$ cat config.mk
export PLATFORM = sky130hd
export DESIGN_NAME = hsi_color_range_classifier
export DESIGN_NICKNAME = d
export VERILOG_FILES = /design/src/design/hsi_pkg.sv /design/src/design/hsi_div.sv /design/src/design/hsi_color_range_classifier.sv
export SDC_FILE = /design/constraint.sdc
export NUM_CORES = 2
export LEC_CHECK = 0
export BUFFER_PORTS_ARGS = -buffer_cell sky130_fd_sc_hd__buf_2
export CORE_AREA = 2 2 324 294
export CTS_CLUSTER_DIAMETER = 100
export DETAILED_ROUTE_END_ITERATION = 8
export DIE_AREA = 0 0 326 296
export PLACE_DENSITY_LB_ADDON = 0.15
export SYNTH_ARGS = -nofsm -noshare
export SYNTH_HDL_FRONTEND = slang
export SYNTH_SLANG_ARGS = --single-unit
export TNS_END_PERCENT = 30
$ cat constraint.sdc
create_clock -name clk -period 18.8 [get_ports clk]
set_input_delay 0.94 -clock clk [delete_from_list [all_inputs] [get_ports clk]]
set_output_delay 0.94 -clock clk [all_outputs]
set_load 0.05 [all_outputs]
$ cat src/design/hsi_pkg.sv
// ----------------------------------------------------------------------------
// hsi_pkg
// Shared types and constants of the HSI color range classifier.
// ----------------------------------------------------------------------------
`default_nettype none

package hsi_pkg;

    localparam int MAX_SAMPLES = 16;
    localparam int IDX_W       = $clog2(MAX_SAMPLES);
    localparam int CNT_W       = $clog2(MAX_SAMPLES + 1);
    localparam int DVD_W       = 17;
    localparam int DVS_W       = 8;
    localparam int SCORE_W     = 4;
    localparam int HQ_W        = 15;
    localparam int HUE_SHIFT   = 22;

    localparam logic [SCORE_W-1:0] SCORE_MAX = '1;
    localparam logic [HQ_W-1:0]    HUE_RECIP = 15'd23302;
    localparam logic [8:0]         HUE_HALF  = 9'd180;
    localparam logic [8:0]         HUE_FULL  = 9'd360;
    localparam logic [DVD_W-1:0]   DEG_60    = 17'd60;
    localparam logic [DVD_W-1:0]   DEG_360   = 17'd360;

    localparam logic CFG_SAMPLE_COUNT = 1'b0;
    localparam logic CFG_MIN_MATCHES  = 1'b1;

    localparam logic FUNC_LOAD     = 1'b0;
    localparam logic FUNC_CLASSIFY = 1'b1;

    typedef struct packed {
        logic signed [7:0] hlo;
        logic signed [7:0] hhi;
        logic [7:0]        slo;
        logic [7:0]        shi;
        logic [7:0]        ilo;
        logic [7:0]        ihi;
    } range_t;

    typedef struct packed {
        logic busy;
        logic done;
    } div_stat_t;

    typedef enum logic [5:0] {
        S_IDLE = 6'b000001,
        S_SAT  = 6'b000010,
        S_HDEG = 6'b000100,
        S_HQ   = 6'b001000,
        S_SCAN = 6'b010000,
        S_OUT  = 6'b100000
    } state_t;

endpackage

`default_nettype wire

$ cat src/design/hsi_div.sv
// ----------------------------------------------------------------------------
// hsi_div
// Restoring divider, one quotient bit per cycle, shared by all divisions.
// ----------------------------------------------------------------------------
`default_nettype none

module hsi_div (
    input  wire logic                      clk,
    input  wire logic                      rst_n,
    input  wire logic                      start,
    input  wire logic [hsi_pkg::DVD_W-1:0] dividend,
    input  wire logic [hsi_pkg::DVS_W-1:0] divisor,
    output hsi_pkg::div_stat_t             stat,
    output logic [hsi_pkg::DVD_W-1:0]      quotient
);
    import hsi_pkg::*;

    localparam int STEP_W = $clog2(DVD_W);
    localparam logic [STEP_W-1:0] LAST_STEP = STEP_W'(DVD_W - 1);

    logic                busy_reg, busy_next;
    logic [STEP_W-1:0]   step_reg, step_next;
    logic [DVD_W-1:0]    dvd_reg, dvd_next;
    logic [DVS_W-1:0]    dvs_reg, dvs_next;
    logic [DVS_W-1:0]    rem_reg, rem_next;
    logic [DVS_W:0]      trial;
    logic                qbit;
    logic [DVS_W:0]      diff;

    always_comb
    begin
        trial = {rem_reg, dvd_reg[DVD_W-1]};
        qbit  = (trial >= {1'b0, dvs_reg});
        diff  = trial - {1'b0, dvs_reg};
    end

    always_comb
    begin
        busy_next = busy_reg;
        step_next = step_reg;
        dvd_next  = dvd_reg;
        dvs_next  = dvs_reg;
        rem_next  = rem_reg;
        if (busy_reg)
        begin
            rem_next  = qbit ? diff[DVS_W-1:0] : trial[DVS_W-1:0];
            dvd_next  = {dvd_reg[DVD_W-2:0], qbit};
            step_next = step_reg + 1'b1;
            if (step_reg == LAST_STEP)
            begin
                busy_next = 1'b0;
            end
        end
        else if (start)
        begin
            busy_next = 1'b1;
            step_next = '0;
            dvd_next  = dividend;
            dvs_next  = divisor;
            rem_next  = '0;
        end
    end

    always_ff @(posedge clk or negedge rst_n)
    begin
        if (!rst_n)
        begin
            busy_reg <= 1'b0;
            step_reg <= '0;
        end
        else
        begin
            busy_reg <= busy_next;
            step_reg <= step_next;
        end
    end

    always_ff @(posedge clk)
    begin
        dvd_reg <= dvd_next;
        dvs_reg <= dvs_next;
        rem_reg <= rem_next;
    end

    assign stat.busy = busy_reg;
    assign stat.done = busy_reg && (step_reg == LAST_STEP);
    assign quotient  = {dvd_reg[DVD_W-2:0], qbit};

endmodule

`default_nettype wire

$ cat src/design/hsi_color_range_classifier.sv
// ----------------------------------------------------------------------------
// hsi_color_range_classifier
// Converts RGB colors to HSI and scores them against a table of sample ranges.
// ----------------------------------------------------------------------------
// Items are issued with start while busy is low. A load item (func 0) writes
// one range entry in the accepting cycle and busy never rises. A classify item
// (func 1) raises busy and later produces one result, shown for one cycle with
// done high; the receiver has no way to stall it and must take it then.
// A classify item runs up to two divisions on one shared divider (saturation,
// hue in degrees), scales the hue by a reciprocal multiply in S_HQ, then
// scans the active samples one per cycle, then shows the result in S_OUT.
// Black colors skip both divisions and gray colors skip the hue division.
// The next item can be accepted in the cycle after the result at the
// earliest.
// With a last_color item the result carries the batch decision and all scores
// are cleared. Configuration writes (cfg_valid, always ready) are meant for
// idle times. Reset clears scores and sample count and sets min matches to
// one; range entries are undefined until loaded.
// ----------------------------------------------------------------------------
`default_nettype none

module hsi_color_range_classifier (
    input  wire logic              clk,
    input  wire logic              rst_n,
    input  wire logic              start,
    output logic                   busy,
    input  wire logic              func,
    input  wire logic [3:0]        sample_index,
    input  wire logic signed [7:0] hue_low,
    input  wire logic signed [7:0] hue_high,
    input  wire logic [7:0]        sat_low,
    input  wire logic [7:0]        sat_high,
    input  wire logic [7:0]        bright_low,
    input  wire logic [7:0]        bright_high,
    input  wire logic [7:0]        red,
    input  wire logic [7:0]        green,
    input  wire logic [7:0]        blue,
    input  wire logic              last_color,
    input  wire logic              cfg_valid,
    output logic                   cfg_ready,
    input  wire logic              cfg_index,
    input  wire logic [4:0]        cfg_data,
    output logic                   done,
    output logic signed [7:0]      hue,
    output logic [7:0]             saturation,
    output logic [7:0]             intensity,
    output logic                   decided,
    output logic                   found,
    output logic [3:0]             match_index
);
    import hsi_pkg::*;

    localparam logic [CNT_W-1:0] MAX_CNT = CNT_W'(MAX_SAMPLES);

    state_t               state_reg, state_next;
    logic [CNT_W-1:0]     sample_count_reg;
    logic [SCORE_W-1:0]   min_matches_reg;
    range_t               range_mem [MAX_SAMPLES];
    logic [SCORE_W-1:0]   score_reg [MAX_SAMPLES];

    logic [7:0]           mx_reg, d_reg;
    logic [DVD_W-1:0]     hnum_reg;
    logic [8:0]           h_reg;
    logic signed [7:0]    hue_reg;
    logic [7:0]           sat_reg;
    logic                 last_reg;
    logic [IDX_W-1:0]     j_reg;
    logic [SCORE_W-1:0]   best_reg;
    logic [IDX_W-1:0]     bidx_reg;

    logic [7:0]           in_mx, in_mn, in_d;
    logic [DVD_W-1:0]     r17, g17, b17, d17, hnum;
    logic [CNT_W-1:0]     active;
    logic                 accept;

    logic                 div_start;
    logic [DVD_W-1:0]     div_dvd;
    logic [DVS_W-1:0]     div_dvs;
    div_stat_t            div_stat;
    logic [DVD_W-1:0]     div_q;

    logic [8:0]           h_rest;
    logic [HQ_W-1:0]      hq_num;
    logic [2*HQ_W-1:0]    hq_prod;
    logic [7:0]           hq_mag;

    range_t               entry;
    logic                 hit;
    logic [SCORE_W-1:0]   score_new;
    logic                 scan_end;

    hsi_div u_div (
        .clk      (clk),
        .rst_n    (rst_n),
        .start    (div_start),
        .dividend (div_dvd),
        .divisor  (div_dvs),
        .stat     (div_stat),
        .quotient (div_q)
    );

    assign accept    = start && (state_reg == S_IDLE);
    assign busy      = (state_reg != S_IDLE);
    assign cfg_ready = 1'b1;
    assign active    = (sample_count_reg > MAX_CNT) ? MAX_CNT : sample_count_reg;

    // max, min and hue numerator, the numerator in wrap-around 17-bit arithmetic
    always_comb
    begin
        in_mx = (red > green) ? red : green;
        if (blue > in_mx)
        begin
            in_mx = blue;
        end
        in_mn = (red < green) ? red : green;
        if (blue < in_mn)
        begin
            in_mn = blue;
        end
        in_d = in_mx - in_mn;
        r17  = DVD_W'(red);
        g17  = DVD_W'(green);
        b17  = DVD_W'(blue);
        d17  = DVD_W'(in_d);
        if (green > blue)
        begin
            if (red > green)
            begin
                hnum = DEG_60 * (g17 - b17);
            end
            else
            begin
                hnum = DEG_60 * ((d17 << 1) + b17 - r17);
            end
        end
        else if (red > blue)
        begin
            hnum = DEG_360 * d17 - DEG_60 * (b17 - g17);
        end
        else
        begin
            hnum = DEG_60 * ((d17 << 2) + r17 - g17);
        end
    end

    always_comb
    begin
        div_start = !div_stat.busy && ((state_reg == S_SAT) || (state_reg == S_HDEG));
        div_dvd   = ({1'b0, d_reg, 8'b0}) - DVD_W'(d_reg);
        div_dvs   = mx_reg;
        case (state_reg)
            S_HDEG:
            begin
                div_dvd = hnum_reg;
                div_dvs = d_reg;
            end
            default:
            begin
                div_dvd = ({1'b0, d_reg, 8'b0}) - DVD_W'(d_reg);
                div_dvs = mx_reg;
            end
        endcase
    end

    // hue scaling by 127/180 or 128/180 through a reciprocal multiply
    always_comb
    begin
        h_rest = HUE_FULL - h_reg;
        if (h_reg <= HUE_HALF)
        begin
            hq_num = HQ_W'({h_reg, 7'b0}) - HQ_W'(h_reg);
        end
        else
        begin
            hq_num = HQ_W'({h_rest, 7'b0});
        end
        hq_prod = hq_num * HUE_RECIP;
        hq_mag  = hq_prod[HUE_SHIFT +: 8];
    end

    // one sample checked per scan cycle
    always_comb
    begin
        entry = range_mem[j_reg];
        hit   = (hue_reg >= entry.hlo) && (hue_reg <= entry.hhi) &&
                (sat_reg >= entry.slo) && (sat_reg <= entry.shi) &&
                (mx_reg >= entry.ilo) && (mx_reg <= entry.ihi);
        score_new = score_reg[j_reg];
        if (hit && (score_reg[j_reg] != SCORE_MAX))
        begin
            score_new = score_reg[j_reg] + 1'b1;
        end
        scan_end = ({1'b0, j_reg} == (active - 1'b1));
    end

    always_comb
    begin
        state_next = state_reg;
        case (state_reg)
            S_IDLE:
            begin
                if (accept && (func == FUNC_CLASSIFY))
                begin
                    if (in_mx == 8'd0)
                    begin
                        state_next = (active == '0) ? S_OUT : S_SCAN;
                    end
                    else
                    begin
                        state_next = S_SAT;
                    end
                end
            end
            S_SAT:
            begin
                if (div_stat.done)
                begin
                    if (d_reg == 8'd0)
                    begin
                        state_next = (active == '0) ? S_OUT : S_SCAN;
                    end
                    else
                    begin
                        state_next = S_HDEG;
                    end
                end
            end
            S_HDEG:
            begin
                if (div_stat.done)
                begin
                    state_next = S_HQ;
                end
            end
            S_HQ:
            begin
                state_next = (active == '0) ? S_OUT : S_SCAN;
            end
            S_SCAN:
            begin
                if (scan_end)
                begin
                    state_next = S_OUT;
                end
            end
            S_OUT:
            begin
                state_next = S_IDLE;
            end
            default:
            begin
                state_next = S_IDLE;
            end
        endcase
    end

    always_ff @(posedge clk or negedge rst_n)
    begin
        if (!rst_n)
        begin
            state_reg        <= S_IDLE;
            sample_count_reg <= '0;
            min_matches_reg  <= SCORE_W'(1);
            j_reg            <= '0;
            best_reg         <= '0;
            bidx_reg         <= '0;
            for (int i = 0; i < MAX_SAMPLES; i++)
            begin
                score_reg[i] <= '0;
            end
        end
        else
        begin
            state_reg <= state_next;
            if (cfg_valid && cfg_ready)
            begin
                case (cfg_index)
                    CFG_SAMPLE_COUNT: sample_count_reg <= cfg_data;
                    CFG_MIN_MATCHES:  min_matches_reg  <= cfg_data[SCORE_W-1:0];
                    default:          sample_count_reg <= sample_count_reg;
                endcase
            end
            if (accept)
            begin
                j_reg    <= '0;
                best_reg <= '0;
                bidx_reg <= '0;
            end
            if (state_reg == S_SCAN)
            begin
                score_reg[j_reg] <= score_new;
                j_reg            <= j_reg + 1'b1;
                if (last_reg && (score_new > best_reg))
                begin
                    best_reg <= score_new;
                    bidx_reg <= j_reg;
                end
            end
            if ((state_reg == S_OUT) && last_reg)
            begin
                for (int i = 0; i < MAX_SAMPLES; i++)
                begin
                    score_reg[i] <= '0;
                end
            end
        end
    end

    always_ff @(posedge clk)
    begin
        if (accept && (func == FUNC_LOAD))
        begin
            range_mem[sample_index] <= '{hlo: hue_low, hhi: hue_high,
                                         slo: sat_low, shi: sat_high,
                                         ilo: bright_low, ihi: bright_high};
        end
        if (accept)
        begin
            mx_reg   <= in_mx;
            d_reg    <= in_d;
            hnum_reg <= hnum;
            last_reg <= last_color;
            hue_reg  <= '0;
            sat_reg  <= '0;
        end
        if (div_stat.done)
        begin
            case (state_reg)
                S_SAT:  sat_reg <= div_q[7:0];
                S_HDEG: h_reg   <= div_q[8:0];
                default: h_reg  <= h_reg;
            endcase
        end
        if (state_reg == S_HQ)
        begin
            hue_reg <= (h_reg <= HUE_HALF) ? hq_mag : (8'd0 - hq_mag);
        end
    end

    assign done        = (state_reg == S_OUT);
    assign hue         = hue_reg;
    assign saturation  = sat_reg;
    assign intensity   = mx_reg;
    assign decided     = last_reg;
    assign found       = last_reg && (best_reg != '0) && (best_reg >= min_matches_reg);
    assign match_index = found ? bidx_reg : '0;

    // result strobe lasts one cycle
    a_done_pulse: assert property (@(posedge clk) disable iff (!rst_n)
        done |=> !done)
        else $error("done held longer than one cycle");

    // a load never makes the block busy
    a_load_idle: assert property (@(posedge clk) disable iff (!rst_n)
        (start && !busy && (func == FUNC_LOAD)) |=> !busy)
        else $error("load item raised busy");

    // a match is found only with a batch decision
    a_found_decided: assert property (@(posedge clk) disable iff (!rst_n)
        done && found |-> decided)
        else $error("found without decided");

    // divider runs only while a classify item is in progress
    a_div_busy: assert property (@(posedge clk) disable iff (!rst_n)
        div_stat.busy |-> busy)
        else $error("divider active while idle");

endmodule

`default_nettype wire

; ---- Word-level counts from Yosys, hierarchy flattened
; Memory sizes are Yosys's and may differ from the RTL's.
; Index checks and enable logic that the tools add are counted.
[word_totals]
n_memories = 1
output_inout_bits = 33
ram_bits = 768
input_bits = 88
ff_bits = 189
word_cells = 181
[op_classes]
multipliers = 6
magnitude_cmp = 19
bitwise = 4
eq_ne = 14
muxes = 55
add_sub_neg = 17
reduce_logical = 31
[memory_table]
columns = memory, depth, word_bits, read_ports, rd_clocked_by_memory_dff, wr, line_no
row1 = range_mem, 16, 48, 1, 0, 1, hsi_color_range_classifier.sv:58  ; range_t range_mem [MAX_SAMPLES];
[op_table]
columns = op, n
row1 = $mux W64, 2
row2 = $mux W8, 14
row3 = $mux W17, 6
row4 = $mul A4 B17 Y15 const A, 4
row5 = $bwmux W64, 1
row6 = $mux W4, 13
row7 = $mux W6, 7
row8 = $gt A8 B8 Y1, 4
row9 = $pmux W6 S5, 1
row10 = $mul A15 B14 Y29 const B, 1
row11 = $ge A8 B8 Y1, 3
row12 = $le A8 B8 Y1, 3
row13 = $sub A8 B8 Y9, 2
row14 = $sub A16 B8 Y17, 1
row15 = $sub A17 B17 Y17, 1
row16 = $bmux W4 S4, 1
row17 = $demux W4 S4, 1
row18 = $logic_and A1 B1 Y1, 16
row19 = $logic_not A8 Y1, 2
row20 = $lt A8 B8 Y1, 2
row21 = $sub A8 B8 Y8, 2
row22 = $mux W15, 1
row23 = $mux W5, 3
row24 = $sub A15 B9 Y15, 1
row25 = 39 further kinds, 54

; ---- Depth between registers and ports, before layout
; An unclocked memory read counts as a cell.
[depth]
ltp_word = 13
depth_mapped = 53
depth_no_buf = 49

; ---- Cells and area by module
; A second synthesis with hierarchy kept.
[hier_totals]
hier_cells = 3505
area_unflattened_um2 = 50966.4
[modules_own_cells]
columns = mod, area_each_um2, cells_per_inst, n_inst, seq_area_each_um2
row1 = hsi_color_range_classifier, 48825.6, 3326, 1, 26973.4
row2 = hsi_div, 2140.8, 179, 1, 1141.1

; ---- Least setup slack after synthesis
; Ideal clock, no wire load.
[synth_timing]
path_kind = input-to-reg
startpoint = input port red[0]
endpoint = register hnum_reg[16], data pin
path_buffers = 4
slack_ns = 8.567
t_required_ns = 18.526
arrival_ns = 9.959
path_stages = 47
path_cell_list = inv_1 > ha_1 > fa_1 > nand3b_1 > a21oi_1 > nor3_1 > buf_2 > nand2b_1 > clkbuf_1 > a21oi_1 > ha_1 > a21o_1 > a221o_1 > o221a_2 > o22ai_1 > buf_2 > buf_1 > nand2_1 > (+11 left out) > xnor2_1 > fa_1 > inv_1 > fa_1 > inv_1 > ha_1 > inv_1 > o21bai_1 > xor2_1 > ha_1 > and3_1 > a211oi_1 > a21oi_1 > a211o_1 > xnor2_1 > a21oi_1 > a31oi_1 > a31oi_1
[synth_via]
elab_chain_len = 10
[synth_rtl]
columns = item, line_no
row1 = from (decl), hsi_color_range_classifier.sv:35  ; input wire logic [7:0] red,
row2 = $gt A8 B8 Y1, hsi_color_range_classifier.sv:110  ; in_mx = (red > green) ? red : green;
row3 = $mux W8 (*), hsi_color_range_classifier.sv:110
row4 = $gt A8 B8 Y1, hsi_color_range_classifier.sv:111  ; if (blue > in_mx)
row5 = $mux W8 (*), hsi_color_range_classifier.sv:111
row6 = via in_mx[1], hsi_color_range_classifier.sv:71  ; logic [7:0] in_mx, in_mn, in_d;
row7 = $sub A8 B8 Y8 (*), hsi_color_range_classifier.sv:120  ; in_d = in_mx - in_mn;
row8 = $add A10 B8 Y11 / $add A9 B8 Y10 (equally long branches), "hsi_color_range_classifier.sv:142, hsi_color_range_classifier.sv:133"
row9 = $sub A11 B8 Y12 / $sub A10 B8 Y11 (equally long branches), "hsi_color_range_classifier.sv:142, hsi_color_range_classifier.sv:133"
row10 = $mul A4 B17 Y15 (on tied branches), "hsi_color_range_classifier.sv:142, hsi_color_range_classifier.sv:133"
row11 = $mux W17 (on tied branches), "hsi_color_range_classifier.sv:136, hsi_color_range_classifier.sv:127"
row12 = $mux W17 (*), hsi_color_range_classifier.sv:125  ; if (green > blue)
row13 = via hnum[16], hsi_color_range_classifier.sv:72  ; logic [DVD_W-1:0] r17, g17, b17, d17, hnum;
row14 = to (signal assigned), hsi_color_range_classifier.sv:321  ; hnum_reg <= hnum;
row15 = to (decl), hsi_color_range_classifier.sv:62  ; logic [DVD_W-1:0] hnum_reg;
; Mark *: on every way through the listed nets, which the timed path passes. The rest lies on a longest branch.
; A chain may end at the register's enable or synchronous reset.

; ---- Worst setup path in the final report
[layout_timing]
startpoint = input port red[0]
endpoint = register hnum_reg[14], data pin
[layout_via]
elab_chain_len = 10
[layout_rtl]
columns = item, line_no
row1 = $gt A8 B8 Y1, hsi_color_range_classifier.sv:110
row2 = $mux W8 (*), hsi_color_range_classifier.sv:110
row3 = $gt A8 B8 Y1, hsi_color_range_classifier.sv:111
row4 = $mux W8 (*), hsi_color_range_classifier.sv:111
row5 = via in_mx[0], hsi_color_range_classifier.sv:71
row6 = $sub A8 B8 Y8 (*), hsi_color_range_classifier.sv:120
row7 = via in_d[6], hsi_color_range_classifier.sv:71
row8 = $add A10 B8 Y11 / $add A9 B8 Y10 (equally long branches), "hsi_color_range_classifier.sv:142, hsi_color_range_classifier.sv:133"
row9 = $sub A11 B8 Y12 / $sub A10 B8 Y11 (equally long branches), "hsi_color_range_classifier.sv:142, hsi_color_range_classifier.sv:133"
row10 = $mul A4 B17 Y15 (on tied branches), "hsi_color_range_classifier.sv:142, hsi_color_range_classifier.sv:133"
row11 = $mux W17 (on tied branches), "hsi_color_range_classifier.sv:136, hsi_color_range_classifier.sv:127"
row12 = $mux W17 (*), hsi_color_range_classifier.sv:125
row13 = via hnum[14], hsi_color_range_classifier.sv:72
; Marked as above.

==> results.sh <==
export IMPL_status="finished, final reports clean"
export IMPL_fin_tns_setup_ps=0
export IMPL_worstSetupPathType="primary input to register"
export IMPL_dieArea_mm2=0.09650
export IMPL_synth_ff_type="edfxtp_1"
export IMPL_path_clk_slew_ps=60
export IMPL_cts_hold_buffers_added=0
export IMPL_rsz0062_at_grt="false"
export IMPL_cts_sinks=955
export IMPL_vias=29650
export IMPL_grt_pass1_vias=30440
export IMPL_die_h_um=296
export IMPL_cts_tree="yes"
export IMPL_dpl_hpwl_um=81060
export IMPL_path_common_cell="a21oi_1"
export IMPL_place_congestion=0.8917
export IMPL_ys_ff_latch=955
export IMPL_syn_instance_count=3469
export IMPL_io_buffers=119
export IMPL_grt_total_usage_pct=25.68
export IMPL_worstSetupStartpointType="primary input"
export IMPL_path_max_fanout=23
export IMPL_end_kind="register"
export IMPL_yosys_top_cells_area="edfxtp_1, mux4_2, ha_1, fa_1, dfrtp_1"
export IMPL_reg2regPathDepth=25
export IMPL_drc=0
export IMPL_grt_overflow_total=0
export IMPL_min_path_type="primary input to asynchronous set/reset pin"
export IMPL_post_cts_resize_count=0
export IMPL_arrival_ps=11200
export IMPL_syn_to_final_growth_pct=10.76
export IMPL_async_flop_share_pct=10.16
export IMPL_yosysTopAreaCellShare_pct=50.26
export IMPL_crit_family="adder cells"
export IMPL_drt_initial_drc_count=2762
export IMPL_finalHoldViolations=0
export IMPL_largest_reg_flops=768
export IMPL_drtPass1Iterations=6
export IMPL_fin_crit_sh_pct=57.43
export IMPL_clock_skew_ps=58.29
export IMPL_timing_fmax_mhz=92.62
export IMPL_synth_avg_cell_area_um2=14.64
export IMPL_routed_wl_um=122900
export IMPL_wire_per_inst_um=24.83
export IMPL_drive_gt1_share_pct=16.49
export IMPL_synth_cell_types=72
export IMPL_yosysWarnings=0
export IMPL_via_per_inst=5.990
export IMPL_ys_seq_area_share_pct=55.36
export IMPL_row_count=107
export IMPL_slowest_stage="xnor2_1"
export IMPL_synth_nets=4050
export IMPL_synth_common_cells="edfxtp_1, inv_1, ha_1"
export IMPL_synth_edf_count=850
export IMPL_syn_area_mm2=0.05079
export IMPL_ant_nets=0
export IMPL_insertion_delay_ps=700
export IMPL_critPathBufInv=8
export IMPL_crit_reg2reg_launch="j_reg[0]"
export IMPL_tightest_slew_ps=1245
export IMPL_finalSetupViolCount=0
export IMPL_fp_coreArea_mm2=0.09358
export IMPL_ioPinCount=121
export IMPL_drv_slew=0
export IMPL_drv_cap=0
export IMPL_regToRegSetupSlack_ps=9910
export IMPL_synth_most_common_cell="edfxtp_1"
export IMPL_nets=4191
export IMPL_cts_max_level=3
export IMPL_antenna_found_initial=13
export IMPL_grt_start_max_net_pins=109
export IMPL_cp_required_ps=19200
export IMPL_fin_util_pct=60.11
export IMPL_cts_buffers=97
export IMPL_relSlewSlack_pct=16.39
export IMPL_die_w_um=326
export IMPL_r2r_end="best_reg[2]"
export IMPL_cpPeakStageDelay_ps=710
export IMPL_synth_area_leader_cell="edfxtp_1"
export IMPL_clock_root_buffer="clkbuf_16"
export IMPL_initial_utilization_pct=54.27
export IMPL_fin_crit_ps=10800
export IMPL_stdcell_area_mm2=0.05625
export IMPL_post_cts_buffers=0
export IMPL_place_area_mm2=0.05297
export IMPL_clockBufferDepth=3
export IMPL_grt_pass1_wl_um=186400
metrics by stage:
| step | hold WS, ps | worst slack (ps) | cells |
|---|---|---|---|
| after floorplan | 420.4 | 8567 | 3469 |
| after global placement | 450.6 | 7696 | 4764 |
| after CTS | 119.9 | 8159 | 4947 |
| final | 147.7 | 8004 | 4949 |
| after detailed placement | 450.0 | 7452 | 4764 |
| after global routing | 136.3 | 7359 | 4949 |
layout make-up:
class | instances | area (um2)
Fill cell | 6982 | 37330
Antenna cell | 2 | 5.005
Inverter | 365 | 1370
Timing Repair Buffer | 164 | 960.9
Tap cell | 1253 | 1568
Multi-Input combinational cell | 2027 | 20940
Clock inverter | 59 | 686.9
Clock buffer | 124 | 2590
Sequential cell | 955 | 28130
placed cells by master (no fill, tap or decap), types with 15 or more instances in the layout:
cell type / n
nand3_1: 61
clkbuf_16: 98
nand2_1: 120
clkinv_1: 15
nand4_1: 26
mux2i_1: 21
mux4_2: 246
dfrtp_1: 91
nor3_1: 33
buf_4: 44
a211oi_1: 21
buf_2: 118
o21bai_1: 30
fa_1: 137
ha_1: 356
and3_1: 39
a21o_1: 85
clkinv_2: 15
nand2b_1: 31
clkbuf_1: 22
o21ai_0: 128
edfxtp_1: 850
xnor2_1: 103
nor2b_1: 33
xor2_1: 56
nor2_1: 154
inv_1: 365
a21oi_1: 167
per-layer routing:
metal / up-vias / part of all wire, % / track usage [%]
li1: 13250 / - / -
met1: 15270 / 43 / 36.13
met2: 926 / 49 / 42.71
met3: 196 / 5.9 / 3.739
met4: 12 / 2.0 / 6.114
met5: - / 0.060 / 0
worst max-delay path by stage:
| stage | start | to | slack (ps) | cells after the start |
|---|---|---|---|---|
| global route | red[0] | hnum_reg[14] | 7360 | 47 |
| CTS | red[0] | hnum_reg[14] | 8160 | 46 |
| global placement | red[0] | hnum_reg[14] | 7700 | 46 |
| finish | red[0] | hnum_reg[14] | 8000 | 46 |
| detailed placement | red[0] | hnum_reg[14] | 7450 | 46 |
| floorplan | red[0] | hnum_reg[16] | 8570 | 47 |
logic make-up (layout without fill, tap and decap cells):
logic type	after synthesis	after routing	share of synthesized area, %
buffers and inverters	487	712	3.681
DFF	955	955	55.36
xor gates and xnor gates	164	164	2.902
adders and majority gates	494	494	14.19
other	1	3	0.007384
muxes	294	294	12.34
AOI/OAI and AO/OA	516	516	6.260
and+or+nand+nor	558	558	5.267
worst register-to-register path, stage by stage, from the launching register on:
cell and delay, ps:
dfrtp_4 640, buf_4 770, buf_12 660, buf_4 960, mux4_2 640, mux4_2 470, inv_1 110, ha_1 260
o21a_1 110, o21ai_0 140, nand2b_1 80, a21oi_1 130, o21ai_0 90, a22oi_1 390, nand4_1 310, a311oi_2 530
mux2i_1 470, buf_4 280, inv_1 70, ha_1 280, nor2b_1 120, o21ai_0 80, nand2b_1 80, a21oi_1 70
nor2_1 610, mux2_2 410
Power is not shown: default switching activity piles up to over one toggle a cycle in this logic, so the estimate is an artifact.
